$ cat src/hw/rtl/radix_integer_token_parser_assert.svh
// Assertion macros for the token parser.
`ifndef RADIX_INTEGER_TOKEN_PARSER_ASSERT_SVH
`define RADIX_INTEGER_TOKEN_PARSER_ASSERT_SVH

`ifndef SYNTH
`define RIT_ASSERT(lbl, clk, rstn, prop) \
	lbl: assert property (@(posedge clk) disable iff (!rstn) (prop)) \
		else $error("assertion failed");
`define RIT_ASSERT_NEXT(lbl, clk, rstn, ante, cons) \
	lbl: assert property (@(posedge clk) disable iff (!rstn) (ante) |=> (cons)) \
		else $error("assertion failed");
`else
`define RIT_ASSERT(lbl, clk, rstn, prop)
`define RIT_ASSERT_NEXT(lbl, clk, rstn, ante, cons)
`endif

`endif

$ cat src/hw/rtl/rit_pkg.sv
`timescale 1ns / 1ps

package rit_pkg;

	localparam int VALUE_WIDTH = 32;
	localparam int RADIX_W     = 6;
	localparam int STATUS_W    = 2;
	localparam int CH_W        = 8;

	localparam logic [RADIX_W-1:0] RADIX_MIN = 6'd2;
	localparam logic [RADIX_W-1:0] RADIX_MAX = 6'd36;
	localparam logic [RADIX_W-1:0] DEC_BASE  = 6'd10;
	localparam logic [RADIX_W-1:0] LETTER_OFS = 6'd10;

	localparam logic [CH_W-1:0] CH_HASH  = 8'h23;
	localparam logic [CH_W-1:0] CH_PLUS  = 8'h2B;
	localparam logic [CH_W-1:0] CH_MINUS = 8'h2D;
	localparam logic [CH_W-1:0] CH_0     = 8'h30;
	localparam logic [CH_W-1:0] CH_9     = 8'h39;
	localparam logic [CH_W-1:0] CH_UA    = 8'h41;
	localparam logic [CH_W-1:0] CH_UZ    = 8'h5A;
	localparam logic [CH_W-1:0] CH_LA    = 8'h61;
	localparam logic [CH_W-1:0] CH_LZ    = 8'h7A;

	typedef enum logic [3:0] {
		PH_START = 4'b0001,
		PH_DEC   = 4'b0010,
		PH_RADIX = 4'b0100,
		PH_ERR   = 4'b1000
	} phase_t;

	typedef enum logic [STATUS_W-1:0] {
		ST_OK     = 2'd0,
		ST_SYNTAX = 2'd1,
		ST_RANGE  = 2'd2
	} status_t;

endpackage

$ cat src/hw/rtl/radix_integer_token_parser.sv
`timescale 1ns / 1ps
// A result is registered: the final request of a token is accepted into the input register,
// then passes through the digit multiply-add into the result register.
// Throughput: one character per cycle; the multiply-add by the radix sets the cycle.
// A final character waits in the input register while an earlier result is still held.
// Reset (arst_n low) clears the handshake flags and the token state at once; no clearing pass.

`include "radix_integer_token_parser_assert.svh"

module radix_integer_token_parser (
	input  logic                             clk,
	input  logic                             arst_n,
	input  logic                             s_tvalid,
	output logic                             s_tready,
	input  logic [rit_pkg::CH_W-1:0]         s_tdata,  // [7:0] ch
	input  logic                             s_tuser,  // [0] no_char
	input  logic                             s_tlast,  // last
	output logic                             m_tvalid,
	input  logic                             m_tready,
	output logic [rit_pkg::VALUE_WIDTH-1:0]  m_tdata,  // [31:0] value
	output logic [rit_pkg::STATUS_W-1:0]     m_tuser   // [1:0] status
);
	import rit_pkg::*;

	localparam int VW = VALUE_WIDTH;
	localparam logic [VW+3:0] SMAX = {5'd0, {(VW-1){1'b1}}};

	logic            valid_s1;
	logic [CH_W-1:0] ch_s1;
	logic            no_char_s1;
	logic            last_s1;

	phase_t               phase_q, phase_d;
	logic                 neg_q, neg_d;
	logic                 sign_q, sign_d;
	logic [VW-1:0]        acc_q, acc_d;
	logic [RADIX_W-1:0]   radix_q, radix_d;
	logic                 seen_q, seen_d;
	logic                 ovf_q, ovf_d;

	logic                 out_valid_q;
	logic [VW-1:0]        value_q;
	status_t              status_q;

	logic                 proceed;
	logic                 is_dec;
	logic                 is_lower;
	logic                 is_upper;
	logic [CH_W-1:0]      dec_ch;
	logic [CH_W-1:0]      let_ch;
	logic [RADIX_W-1:0]   dig;
	logic                 dig_ok;
	logic [VW+3:0]        dec_sum;
	logic [VW+RADIX_W-1:0] rad_prod;
	logic [VW-1:0]        rad_next;
	logic                 base_ok;
	logic [VW-1:0]        fin_value;
	status_t              fin_status;

	assign proceed  = valid_s1 && (!last_s1 || !out_valid_q || m_tready);
	assign s_tready = !valid_s1 || proceed;

	always_ff @(posedge clk or negedge arst_n) begin
		if (!arst_n) begin
			valid_s1 <= 1'b0;
		end else if (s_tready) begin
			valid_s1 <= s_tvalid;
		end
	end

	always_ff @(posedge clk) begin
		if (s_tvalid && s_tready) begin
			ch_s1      <= s_tdata;
			no_char_s1 <= s_tuser;
			last_s1    <= s_tlast;
		end
	end

	// character classes and digit value
	always_comb begin
		is_dec   = (ch_s1 >= CH_0) && (ch_s1 <= CH_9);
		is_lower = (ch_s1 >= CH_LA) && (ch_s1 <= CH_LZ);
		is_upper = (ch_s1 >= CH_UA) && (ch_s1 <= CH_UZ);
		dec_ch   = ch_s1 - CH_0;
		let_ch   = is_lower ? (ch_s1 - CH_LA) : (ch_s1 - CH_UA);
		if (is_dec) begin
			dig = dec_ch[RADIX_W-1:0];
		end else begin
			dig = let_ch[RADIX_W-1:0] + LETTER_OFS;
		end
		dig_ok   = (is_dec || is_lower || is_upper) && (dig < radix_q);
		dec_sum  = {4'd0, acc_q} * {{(VW-2){1'b0}}, DEC_BASE}
			+ {{(VW+4-RADIX_W){1'b0}}, dec_ch[RADIX_W-1:0]};
		rad_prod = {{RADIX_W{1'b0}}, acc_q} * {{VW{1'b0}}, radix_q};
		rad_next = rad_prod[VW-1:0] + {{(VW-RADIX_W){1'b0}}, dig};
		base_ok  = (acc_q >= {{(VW-RADIX_W){1'b0}}, RADIX_MIN})
			&& (acc_q <= {{(VW-RADIX_W){1'b0}}, RADIX_MAX});
	end

	always_comb begin
		phase_d = phase_q;
		neg_d   = neg_q;
		sign_d  = sign_q;
		acc_d   = acc_q;
		radix_d = radix_q;
		seen_d  = seen_q;
		ovf_d   = ovf_q;
		if (!no_char_s1) begin
			unique case (phase_q)
				PH_START: begin
					if (ch_s1 == CH_MINUS) begin
						neg_d   = 1'b1;
						sign_d  = 1'b1;
						phase_d = PH_DEC;
					end else if (ch_s1 == CH_PLUS) begin
						sign_d  = 1'b1;
						phase_d = PH_DEC;
					end else if (is_dec) begin
						if (dec_sum > SMAX) begin
							ovf_d = 1'b1;
						end else begin
							acc_d = dec_sum[VW-1:0];
						end
						seen_d  = 1'b1;
						phase_d = PH_DEC;
					end else begin
						phase_d = PH_ERR;
					end
				end
				PH_DEC: begin
					if (is_dec) begin
						if (!ovf_q) begin
							if (dec_sum > SMAX) begin
								ovf_d = 1'b1;
							end else begin
								acc_d = dec_sum[VW-1:0];
							end
						end
						seen_d = 1'b1;
					end else if (ch_s1 == CH_HASH && !sign_q && seen_q && !ovf_q && base_ok) begin
						radix_d = acc_q[RADIX_W-1:0];
						acc_d   = '0;
						seen_d  = 1'b0;
						phase_d = PH_RADIX;
					end else begin
						phase_d = PH_ERR;
					end
				end
				PH_RADIX: begin
					if (dig_ok) begin
						acc_d  = rad_next;
						seen_d = 1'b1;
					end else begin
						phase_d = PH_ERR;
					end
				end
				default: begin
				end
			endcase
		end
	end

	always_comb begin
		fin_value  = '0;
		fin_status = ST_SYNTAX;
		if (phase_d == PH_DEC && seen_d) begin
			if (ovf_d) begin
				fin_status = ST_RANGE;
			end else begin
				fin_status = ST_OK;
				fin_value  = neg_d ? ('0 - acc_d) : acc_d;
			end
		end else if (phase_d == PH_RADIX && seen_d) begin
			fin_status = ST_OK;
			fin_value  = acc_d;
		end
	end

	always_ff @(posedge clk or negedge arst_n) begin
		if (!arst_n) begin
			phase_q <= PH_START;
			neg_q   <= 1'b0;
			sign_q  <= 1'b0;
			acc_q   <= '0;
			radix_q <= DEC_BASE;
			seen_q  <= 1'b0;
			ovf_q   <= 1'b0;
		end else if (proceed) begin
			if (last_s1) begin
				phase_q <= PH_START;
				neg_q   <= 1'b0;
				sign_q  <= 1'b0;
				acc_q   <= '0;
				radix_q <= DEC_BASE;
				seen_q  <= 1'b0;
				ovf_q   <= 1'b0;
			end else begin
				phase_q <= phase_d;
				neg_q   <= neg_d;
				sign_q  <= sign_d;
				acc_q   <= acc_d;
				radix_q <= radix_d;
				seen_q  <= seen_d;
				ovf_q   <= ovf_d;
			end
		end
	end

	always_ff @(posedge clk or negedge arst_n) begin
		if (!arst_n) begin
			out_valid_q <= 1'b0;
		end else if (proceed && last_s1) begin
			out_valid_q <= 1'b1;
		end else if (m_tready) begin
			out_valid_q <= 1'b0;
		end
	end

	always_ff @(posedge clk) begin
		if (proceed && last_s1) begin
			value_q  <= fin_value;
			status_q <= fin_status;
		end
	end

	assign m_tvalid = out_valid_q;
	assign m_tdata  = value_q;
	assign m_tuser  = status_q;

	`RIT_ASSERT(a_phase_onehot, clk, arst_n, $onehot(phase_q))
	`RIT_ASSERT(a_radix_range, clk, arst_n, (radix_q >= RADIX_MIN) && (radix_q <= RADIX_MAX))
	`RIT_ASSERT(a_stall_cause, clk, arst_n, s_tready || (valid_s1 && last_s1 && out_valid_q))
	`RIT_ASSERT(a_err_zero, clk, arst_n, !out_valid_q || status_q == ST_OK || value_q == '0)
	`RIT_ASSERT_NEXT(a_token_clear, clk, arst_n, proceed && last_s1, phase_q == PH_START && acc_q == '0 && out_valid_q)
	`RIT_ASSERT(a_dec_bound, clk, arst_n, (phase_q != PH_DEC || {4'd0, acc_q} <= SMAX))

endmodule

$ cat config.mk
export PLATFORM = sky130hd
export DESIGN_NAME = radix_integer_token_parser
export DESIGN_NICKNAME = d
export VERILOG_FILES = /design/src/hw/rtl/rit_pkg.sv /design/src/hw/rtl/radix_integer_token_parser.sv
export VERILOG_INCLUDE_DIRS = /design/src /design/src/hw/rtl
export SDC_FILE = /design/constraint.sdc
export NUM_CORES = 1
export LEC_CHECK = 0
export BUFFER_PORTS_ARGS = -buffer_cell sky130_fd_sc_hd__clkbuf_2
export CAP_MARGIN = 20
export CORE_ASPECT_RATIO = 0.5
export CORE_MARGIN = 8
export CORE_UTILIZATION = 45
export DETAILED_ROUTE_END_ITERATION = 6
export SYNTH_ARGS = -nofsm -noshare
export SYNTH_HDL_FRONTEND = slang
export SYNTH_SLANG_ARGS = --single-unit
$ cat constraint.sdc
create_clock -name clk -period 17.03 [get_ports clk]
set_clock_uncertainty 0.05 [all_clocks]
set_input_delay 3.406 -clock clk [delete_from_list [all_inputs] [get_ports clk]]
set_output_delay 3.406 -clock clk [all_outputs]
set_load 0.005 [all_outputs]
==> metrics, run 1 <==
post-CTS resize count 0; minimum clock period after layout 8.07 ns; hold buffers post-CTS 0; commonest non-fill, non-tap cells in the layout nand2_1, inv_1, ha_1, o21ai_0, nor2_1; asr flop ratio synth 52.2%; startpoint types flop; Yosys top cell by area fa_1; Post-synth EDFFs 44; Seq pwr share 38.7%; R2R Setup Slk 8.96 ns; outcome completed; P_int 403 uW; clock latency on the worst-skew pair 0.37 ns; global-route wire length before repair 82000 um; vias in the first global route 13700; WS Path Type reg2reg; PD cells 41.0 nW/um2; Finished Layout Cells 2314; post-detail-place hpwl 41200 um; Worst R2R End m_tdata[19]; core region area 33000 um2; max cap viols 0; clock group share of total power 32.8%; r2r worst-path depth 19; combinational power share 28.6%; nets 2138; die area 40100 um2; Placed Instances 2297; Final setup viols 0; Slew Limit Fails 0; TritonCTS Buffers 9; Peak VDD IR 0.0550 mV; leading cell type in the layout, fill and taps excluded nand2_1; 1st-pass router iterations 6; Worst EP arrival 8.11 ns; Post-route DRC 0; XOR/XNOR Fraction of Synth Area 5.79%; count of distinct cell types in the synthesized netlist 99; # rows 47; post-synthesis cell area 15100 um2; number of port buffers 49; CP max FO 25; via count 14400; share of cells above drive strength 1 7.64%; clk slew on worst S/H paths 0.08 ns; root buf cell clkbuf_16; Setup Buffers After CTS 0; mux contribution to synthesized area 0.604%; Synth Area in Compound Gates 21.2%; Iter 0 DRT Violations 1664; Synth area leaders fa_1, ha_1, edfxtp_1, dfrtp_1, nand2_1; global route overflow 0; crit path from acc_q[3]; Post-Synth Adder-Cell Area 26.9%; via/cell ratio 6.23; Initial Util 45.8%; Tightest Pin Transition 0.993 ns; warning count from the yosys run 0; FF+latch count, synth 92; Routed Antenna Nets 0; reg-to-reg startpoint acc_q[3]; Total GRT Usage 26.2%; I/O pin count 50; Post-Syn Instances 1884; crit share post-route 47.4%; FMAX 124 MHz; Mean Syn Cell Area 8.03 um2; initial antenna violation count 0; RSZ-0062 raised after global routing false; largest net degree at the start of global routing 49; Avg WL per Cell 22.8 um; Slew HR 33.6%; Pwr Total 656 uW; worst min-delay path class reg2reg; leak pwr 7.57 nW; clk buf depth 2; P&R area growth vs syn 5.97%; Post-Syn Nets 2155; element type at the critical path end flop; Die Wd 275 um; Synth top area share 15.1%; CP Capture Point m_tdata[19]; CTS tree built; Hold Fails Final Rpt 0; net switching power 254 uW; GPL Wtd Cong 1.01; sequential area share after synthesis 16.7%; Switching Share 38.7%; main combinational cell family by area after synthesis adder cells; setup TNS 0 ns; Top FF cell, synth dfrtp_1; chip height 146 um; Post-Route WL 52700 um; clk sink count 92; Worst Path Required 17.07 ns; simple-gate area share of the yosys netlist 21.9%; CTS HTree Levels 3
## synthesized netlist by cell type (23+ instances only)
library cell / number
inv_1: 158
dfrtp_1: 45
fa_1: 114
clkbuf_1: 88
edfxtp_1: 44
o21a_1: 24
xor2_1: 33
ha_1: 143
o21ai_0: 122
nand4_1: 29
nand3_1: 52
xnor2_1: 67
nor3_1: 41
and2_1: 28
nand2_1: 286
a21o_1: 23
a21oi_1: 97
nor2_1: 115
## registers in the layout, indices dropped and copies added (netlist names)
signal / flops
m_tvalid: 1
acc_q: 32
m_tdata: 32
neg_q: 1
last_s1: 1
sign_q: 1
valid_s1: 1
no_char_s1: 1
radix_q: 6
ch_s1: 8
m_tuser: 2
seen_q: 1
ovf_q: 1
phase_q: 4
## worst min-delay path by stage
stage | start | endpoint | depth (start not counted)
after floorplan | sign_q | sign_q | 2
after global placement | sign_q | sign_q | 2
after detailed placement | seen_q | seen_q | 1
after CTS | phase_q[0] | phase_q[0] | 2
after global routing | phase_q[0] | phase_q[0] | 2
final | seen_q | seen_q | 1
## kinds of logic (layout without fill, tap and decap cells)
group                      count (synthesis)  count (layout)
xor gates and xnor gates                 100             100
other                                      0               1
AOI/OAI and AO/OA                        476             476
adders and majority gates                257             257
and+or+nand+nor                          683             683
buffers and inverters                    267             255
DFF                                       92              92
muxes                                      9               9
## area by class of cell
class	instances	area (um2)
diodes	1	2.50
clock buffers	9	225
clock inverters	7	73.8
fillers	3281	17000
inverters	158	593
multi-input cells	1525	11600
flip-flops and latches	92	2530
well taps	441	552
repair buffers	81	485
## critical path: stages, from the launching register on
cell and delay, ns:
dfrtp_1 0.71, ha_1 0.34, ha_1 0.23, fa_1 0.43, a21o_1 0.23, a221oi_2 0.41, o21a_1 0.28, xnor2_1 0.23
and3_1 0.30, nand3_1 0.18, nor3_1 0.52, a31oi_1 0.26, o211ai_4 0.31, or3_1 0.75, o41ai_1 0.26, a2111oi_1 0.79
nand2_1 0.30, nor3_1 0.80, a311o_1 0.28, nand3_1 0.14
## power groups by stage
| stage | clock [mW] | sequential (mW) | combinational (mW) |
|---|---|---|---|
| floorplan | 0 | 0.253 | 0.123 |
| global placement | 0 | 0.258 | 0.181 |
| detailed placement | 0 | 0.258 | 0.179 |
| CTS | 0.217 | 0.253 | 0.180 |
| global route | 0.226 | 0.255 | 0.200 |
| finish | 0.215 | 0.254 | 0.188 |
## per-layer routing
metal	vias up	part of all wire, %	track usage [%]
li1	6651	-	-
met1	7020	47	38.4
met2	662	39	35.4
met3	75	13	10.4
met4	0	1.8	5.78
met5	-	0	0
## stage by stage
stage,instance area (um2),setup slack [ns],utilization (%),hold WS [ns]
floorplan,15100,9.97,-,0.414
global route,16000,8.44,48.5,0.491
CTS,16000,9.14,48.5,0.480
detailed placement,15700,9.14,47.6,0.459
finish,16000,8.96,48.5,0.484
global placement,15700,9.14,47.6,0.436
Note: power is estimated with default switching activity, not from simulation.
==> inputs of run 2 (changes only) <==
- ABC_AREA: not set -> 1
- clock period: 17.03 -> 7.72 ns (I/O delays scaled with it)
==> metrics, run 2 <==
via count 16700 (was 14400); initial antenna violation count 3 (was 0); clk slew on worst S/H paths 0.07 ns (was 0.08 ns); Hold Path Stages 2 (was 1); nets 2825 (was 2138); Tightest Pin Transition 0.914 ns (was 0.993 ns); Slew Limit Fails 0 (unchanged); vias in the first global route 16000 (was 13700); worst hold endpoint neg_q (was seen_q); ant diodes 0 (was 1); setup TNS 0 ns (unchanged); hold buffers post-CTS 0 (unchanged); startpoint types flop (unchanged); synth cell count leaders nand2_1, inv_1, nor2_1 (was nand2_1, inv_1, ha_1); family with the most delay on the worst path adder cells (was simple AND/OR/NAND/NOR gates); Worst Path Required 7.79 ns (was 17.07 ns); FMAX 151 MHz (was 124 MHz); most common cell in the netlist nand2_1 (unchanged); Total GRT Usage 28.0% (was 26.2%); sequential area share after synthesis 15.1% (was 16.7%); warning count from the yosys run 0 (unchanged); r2r worst-path depth 28 (was 19); Yosys top cell by area nand2_1 (was fa_1); Post-route DRC 6 (was 0); Synth top area share 17.7% (was 15.1%); Initial Util 46.0% (was 45.8%); TritonCTS Buffers 9 (unchanged); Top cell by count, worst path nand2_1; Final setup viols 0 (unchanged); Worst R2R End m_tdata[31] (was m_tdata[19]); clk sink count 92 (unchanged); min-delay src neg_q (was seen_q); Post-Syn Nets 2799 (was 2155); I/O pin count 50 (unchanged); post-detail-place hpwl 50900 um (was 41200 um); Finished Layout Cells 3043 (was 2314); Placed Instances 3026 (was 2297); Slew HR 39.1% (was 33.6%); Post-Route WL 61900 um (was 52700 um); Iter 0 DRT Violations 1580 (was 1664); R2R Setup Slk 1.09 ns (was 8.96 ns); pre-CTS setup slack 1.20 ns (was 9.14 ns); worst setup margin 1.09 ns (was 8.96 ns); core region area 36200 um2 (was 33000 um2); clk buf depth 2 (unchanged); PD cells 157 nW/um2 (was 41.0 nW/um2); max cap viols 0 (unchanged); outcome finished with violations (was completed); Routed Antenna Nets 0 (unchanged); count of distinct cell types in the synthesized netlist 60 (was 99); CP max-delay cell dfrtp_1 (was nor3_1); Top FF cell, synth dfrtp_1 (unchanged); die area 43900 um2 (was 40100 um2); post-CTS resize count 0 (unchanged); FF+latch count, synth 92 (unchanged); worst min-delay path class reg2reg (unchanged); GPL Wtd Cong 1.04 (was 1.01); post-layout util 49.3% (was 48.5%); root buf cell clkbuf_16 (unchanged); Post-synth EDFFs 44 (unchanged); reg-to-reg startpoint acc_q[0] (was acc_q[3]); Synth area leaders nand2_1, fa_1, ha_1, inv_1, edfxtp_1 (was fa_1, ha_1, edfxtp_1, dfrtp_1, nand2_1); commonest non-fill, non-tap cells in the layout nand2_1, inv_1, nor2_1, ha_1, nand3_1 (was nand2_1, inv_1, ha_1, o21ai_0, nor2_1); CTS HTree Levels 3 (unchanged); Setup Buffers After CTS 0 (unchanged); number of port buffers 49 (unchanged); Avg WL per Cell 20.3 um (was 22.8 um); chip height 152 um (was 146 um); Post-Syn Instances 2528 (was 1884); largest net degree at the start of global routing 49 (unchanged); asr flop ratio synth 52.2% (unchanged); Die Wd 288 um (was 275 um); leading cell type in the layout, fill and taps excluded nand2_1 (unchanged); clock latency on the worst-skew pair 0.38 ns (was 0.37 ns); post-synthesis cell area 16700 um2 (was 15100 um2); CTS tree built (unchanged); Peak VDD IR 0.0986 mV (was 0.0550 mV); CP max FO 12 (was 25); RSZ-0062 raised after global routing false (unchanged); failing checks design-rule violations; Worst EP arrival 6.70 ns (was 8.11 ns); CP Buf/Inv Count 2 (was 0); leak pwr 9.45 nW (was 7.57 nW); global route overflow 0 (unchanged); share of cells above drive strength 1 10.6% (was 7.64%); 1st-pass router iterations 7 (was 6); global-route wire length before repair 95000 um (was 82000 um); Mean Syn Cell Area 6.60 um2 (was 8.03 um2); via/cell ratio 5.50 (was 6.23); minimum clock period after layout 6.63 ns (was 8.07 ns); element type at the critical path end flop (unchanged); P&R area growth vs syn 7.16% (was 5.97%); Hold Fails Final Rpt 0 (unchanged); delay of the slowest cell on the worst path 0.72 ns (was 0.80 ns); WS Path Type reg2reg (unchanged); FILL cells 3798 (was 3281); crit share post-route 85.8% (was 47.4%); # rows 49 (was 47)
[run 2: cell count changes after synthesis, sizes merged, moves of 18 or more]
cell | previous run | this run
nand3 | 52 | 154
nand4 | 29 | 47
clkbuf | 89 | 63
and2 | 29 | 3
nor3 | 41 | 21
nand2 | 286 | 836
o21a | 24 | 3
o22ai | 22 | 40
xnor2 | 67 | 18
nor2 | 115 | 218
inv | 158 | 430
a21o | 23 | 4
[run 2: cells by family after synthesis]
logic type                 Yosys count  synth area share, %
and+or+nand+nor                   1315                 35.7
buffers and inverters              511                 11.7
AOI/OAI and AO/OA                  293                 9.90
adders and majority gates          257                 24.4
DFF                                 92                 15.1
xor gates and xnor gates            60                 3.15
[run 2: metal layers]
| metal | wire length (um) | up-vias | global-route usage, % |
|---|---|---|---|
| li1 | - | 8045 | - |
| met1 | 28500 | 7886 | 39.7 |
| met2 | 24900 | 711 | 40.6 |
| met3 | 7320 | 81 | 9.81 |
| met4 | 1190 | 2 | 5.85 |
| met5 | 12 | - | 0 |
[run 2: cell type report]
class	count	area, um2	share of cell area (%)
timing repair buffer	93	596	3.33
clock inverter	6	71.3	0.399
multi-input combinational	1925	12200	68.4
sequential	92	2530	14.1
inverter	433	1630	9.09
clock buffer	10	229	1.28
tap	484	606	3.39
[run 2: worst min-delay path: stages, from the launching register on]
cell	delay, ns
dfrtp_1	0.34
a31oi_1	0.05
nor2_1	0.09
[run 2: power by group]
group	internal, mW	total, mW	switching, mW
combinational	0.512	1.68	1.17
sequential	0.549	0.651	0.102
clock	0.256	0.477	0.221
[run 2: how the worst max path moves through the flow]
stage | start | end | slack (ns) | cells past startpoint
2_1_floorplan | radix_q[3] | m_tdata[28] | 1.63 | 32
3_3_place_gp | acc_q[0] | m_tdata[28] | 1.14 | 31
4_1_cts | acc_q[0] | m_tdata[31] | 1.18 | 28
3_5_place_dp | acc_q[0] | m_tdata[31] | 1.20 | 28
6_report | acc_q[0] | m_tdata[31] | 1.09 | 28
5_1_grt | acc_q[0] | m_tdata[30] | 0.57 | 29
[run 2: stage by stage]
step           hold WS, ns  total power [mW]  instance area (um2)
5_1_grt              0.522              3.01                17900
3_5_place_dp         0.469              2.29                17500
3_3_place_gp         0.449              2.29                17500
4_1_cts              0.485              2.78                17800
6_report             0.472              2.81                17900
2_1_floorplan        0.440              1.77                16700
==> inputs of run 3 (changes only) <==
- PLACE_DENSITY: not set -> 0.72
==> metrics, run 3 (synthesis gave the netlist of run 2 again) <==
PD cells 155 nW/um2 (was 157 nW/um2); grt met2 use 37.1% (was 40.6%); Routed Antenna Nets 0 (unchanged); Total GRT Usage 25.7% (was 28.0%); Setup Buffers After CTS 0 (unchanged); vias in the first global route 15500 (was 16000); CTS tree built (unchanged); CP max FO 15 (was 12); P&R area growth vs syn 6.60% (was 7.16%); nets 2814 (was 2825); RSZ-0062 raised after global routing false (unchanged); grt peak-use layer met2 (unchanged); post-layout util 49.1% (was 49.3%); worst min-delay path class reg2reg (unchanged); FMAX 150 MHz (was 151 MHz); GR Util met1 36.4% (was 39.7%); WS Path Type reg2reg (unchanged); startpoint types flop (unchanged); Hold Path Stages 2 (unchanged); crit share post-route 86.2% (was 85.8%); leak pwr 9.40 nW (was 9.45 nW); Finished Layout Cells 3032 (was 3043); leading cell type in the layout, fill and taps excluded nand2_1 (unchanged); TritonCTS Buffers 9 (unchanged); Fin Hold WS 0.494 ns (was 0.472 ns); Worst EP arrival 6.73 ns (was 6.70 ns); global-route wire length before repair 89200 um (was 95000 um); Hold Fails Final Rpt 0 (unchanged); commonest non-fill, non-tap cells in the layout nand2_1, inv_1, nor2_1, ha_1, nand3_1 (unchanged); outcome finished with violations (unchanged); via count 16800 (was 16700); global route overflow 0 (unchanged); Placed Instances 3016 (was 3026); Worst Path Required 7.80 ns (was 7.79 ns); largest net degree at the start of global routing 49 (unchanged); CP max-delay cell dfrtp_1 (unchanged); design area 17800 um2 (was 17900 um2); # rows 49 (unchanged); minimum clock period after layout 6.65 ns (was 6.63 ns); Top cell by count, worst path nand2_1 (unchanged); max cap viols 0 (unchanged); hold buffers post-CTS 0 (unchanged); I/O pin count 50 (unchanged); M3 GR Usage 7.27% (was 9.81%); Peak VDD IR 0.119 mV (was 0.0986 mV); share of cells above drive strength 1 10.2% (was 10.6%); number of port buffers 49 (unchanged); Slew HR 34.1% (was 39.1%); setup TNS 0 ns (unchanged); post-detail-place hpwl 46300 um (was 50900 um); ant diodes 0 (unchanged); GPL Wtd Cong 1.02 (was 1.04); CTS HTree Levels 3 (unchanged); r2r worst-path depth 29 (was 28); Slew Limit Fails 0 (unchanged); Die Wd 288 um (unchanged); Iter 0 DRT Violations 1765 (was 1580); initial antenna violation count 0 (was 3); Avg WL per Cell 18.8 um (was 20.3 um); clk buf depth 2 (unchanged); 1st-pass router iterations 7 (unchanged); Final setup viols 0 (unchanged); chip height 152 um (unchanged); clk slew on worst S/H paths 0.07 ns (about the same); die area 43900 um2 (unchanged); element type at the critical path end flop (unchanged); delay of the slowest cell on the worst path 0.74 ns (was 0.72 ns); Tightest Pin Transition 0.982 ns (was 0.914 ns); core region area 36200 um2 (unchanged); Post-Route WL 57100 um (was 61900 um); post-CTS resize count 0 (unchanged); clk sink count 92 (unchanged); Post-route DRC 1 (was 6); root buf cell clkbuf_16 (unchanged); failing checks design-rule violations (unchanged); via/cell ratio 5.54 (was 5.50); Initial Util 46.0% (unchanged); clock latency on the worst-skew pair 0.37 ns (was 0.38 ns); cell area after placement 17500 um2 (about the same)
==> run 3: layout make-up <==
type                       instances  area (um2)
fill                            3676       18500
multi-input combinational       1925       12200
sequential                        92        2530
inverter                         433        1630
tap                              484         606
timing repair buffer              82         493
clock buffer                      11         254
clock inverter                     5        65.1
==> run 3: worst max-delay path, delay by kind of cell, from the launching register on <==
kind / cells / cell delay (ns)
AOI/OAI and AO/OA: 6 / 1.14
and+or+nand+nor: 16 / 1.80
buffers and inverters: 1 / 0.04
DFF: 1 / 0.74
xor gates and xnor gates: 1 / 0.21
adders and majority gates: 5 / 2.40
==> run 3: metal layers <==
metal / routed length (um) / vias to the layer above
met2: 23200 / 794
li1: - / 8041
met4: 2070 / 0
met5: 0 / -
met3: 6220 / 129
met1: 25600 / 7819
==> run 3: final timing paths <==
check,from,to,slack (ns)
worst max-delay path,acc_q[1],m_tdata[30],1.07
worst min-delay path,radix_q[1],radix_q[1],0.49
worst max register to register,acc_q[1],m_tdata[30],1.07
worst min register to register,radix_q[1],radix_q[1],0.49
max in group asynchronous,arst_n,phase_q[1],5.88
min in group asynchronous,arst_n,acc_q[23],1.25
==> run 3: power by group <==
part           switching [mW]  total [mW]  internal (mW)
Combinational            1.14        1.64          0.507
Sequential             0.0756       0.625          0.549
Clock                   0.214       0.489          0.275
Total                    1.43        2.76           1.33
==> run 3: stage by stage <==
step	total power [mW]	worst slack, ns
global placement	2.21	1.22
floorplan	1.77	1.63
detailed placement	2.21	1.20
global route	2.94	0.466
finish	2.76	1.07
CTS	2.71	1.17
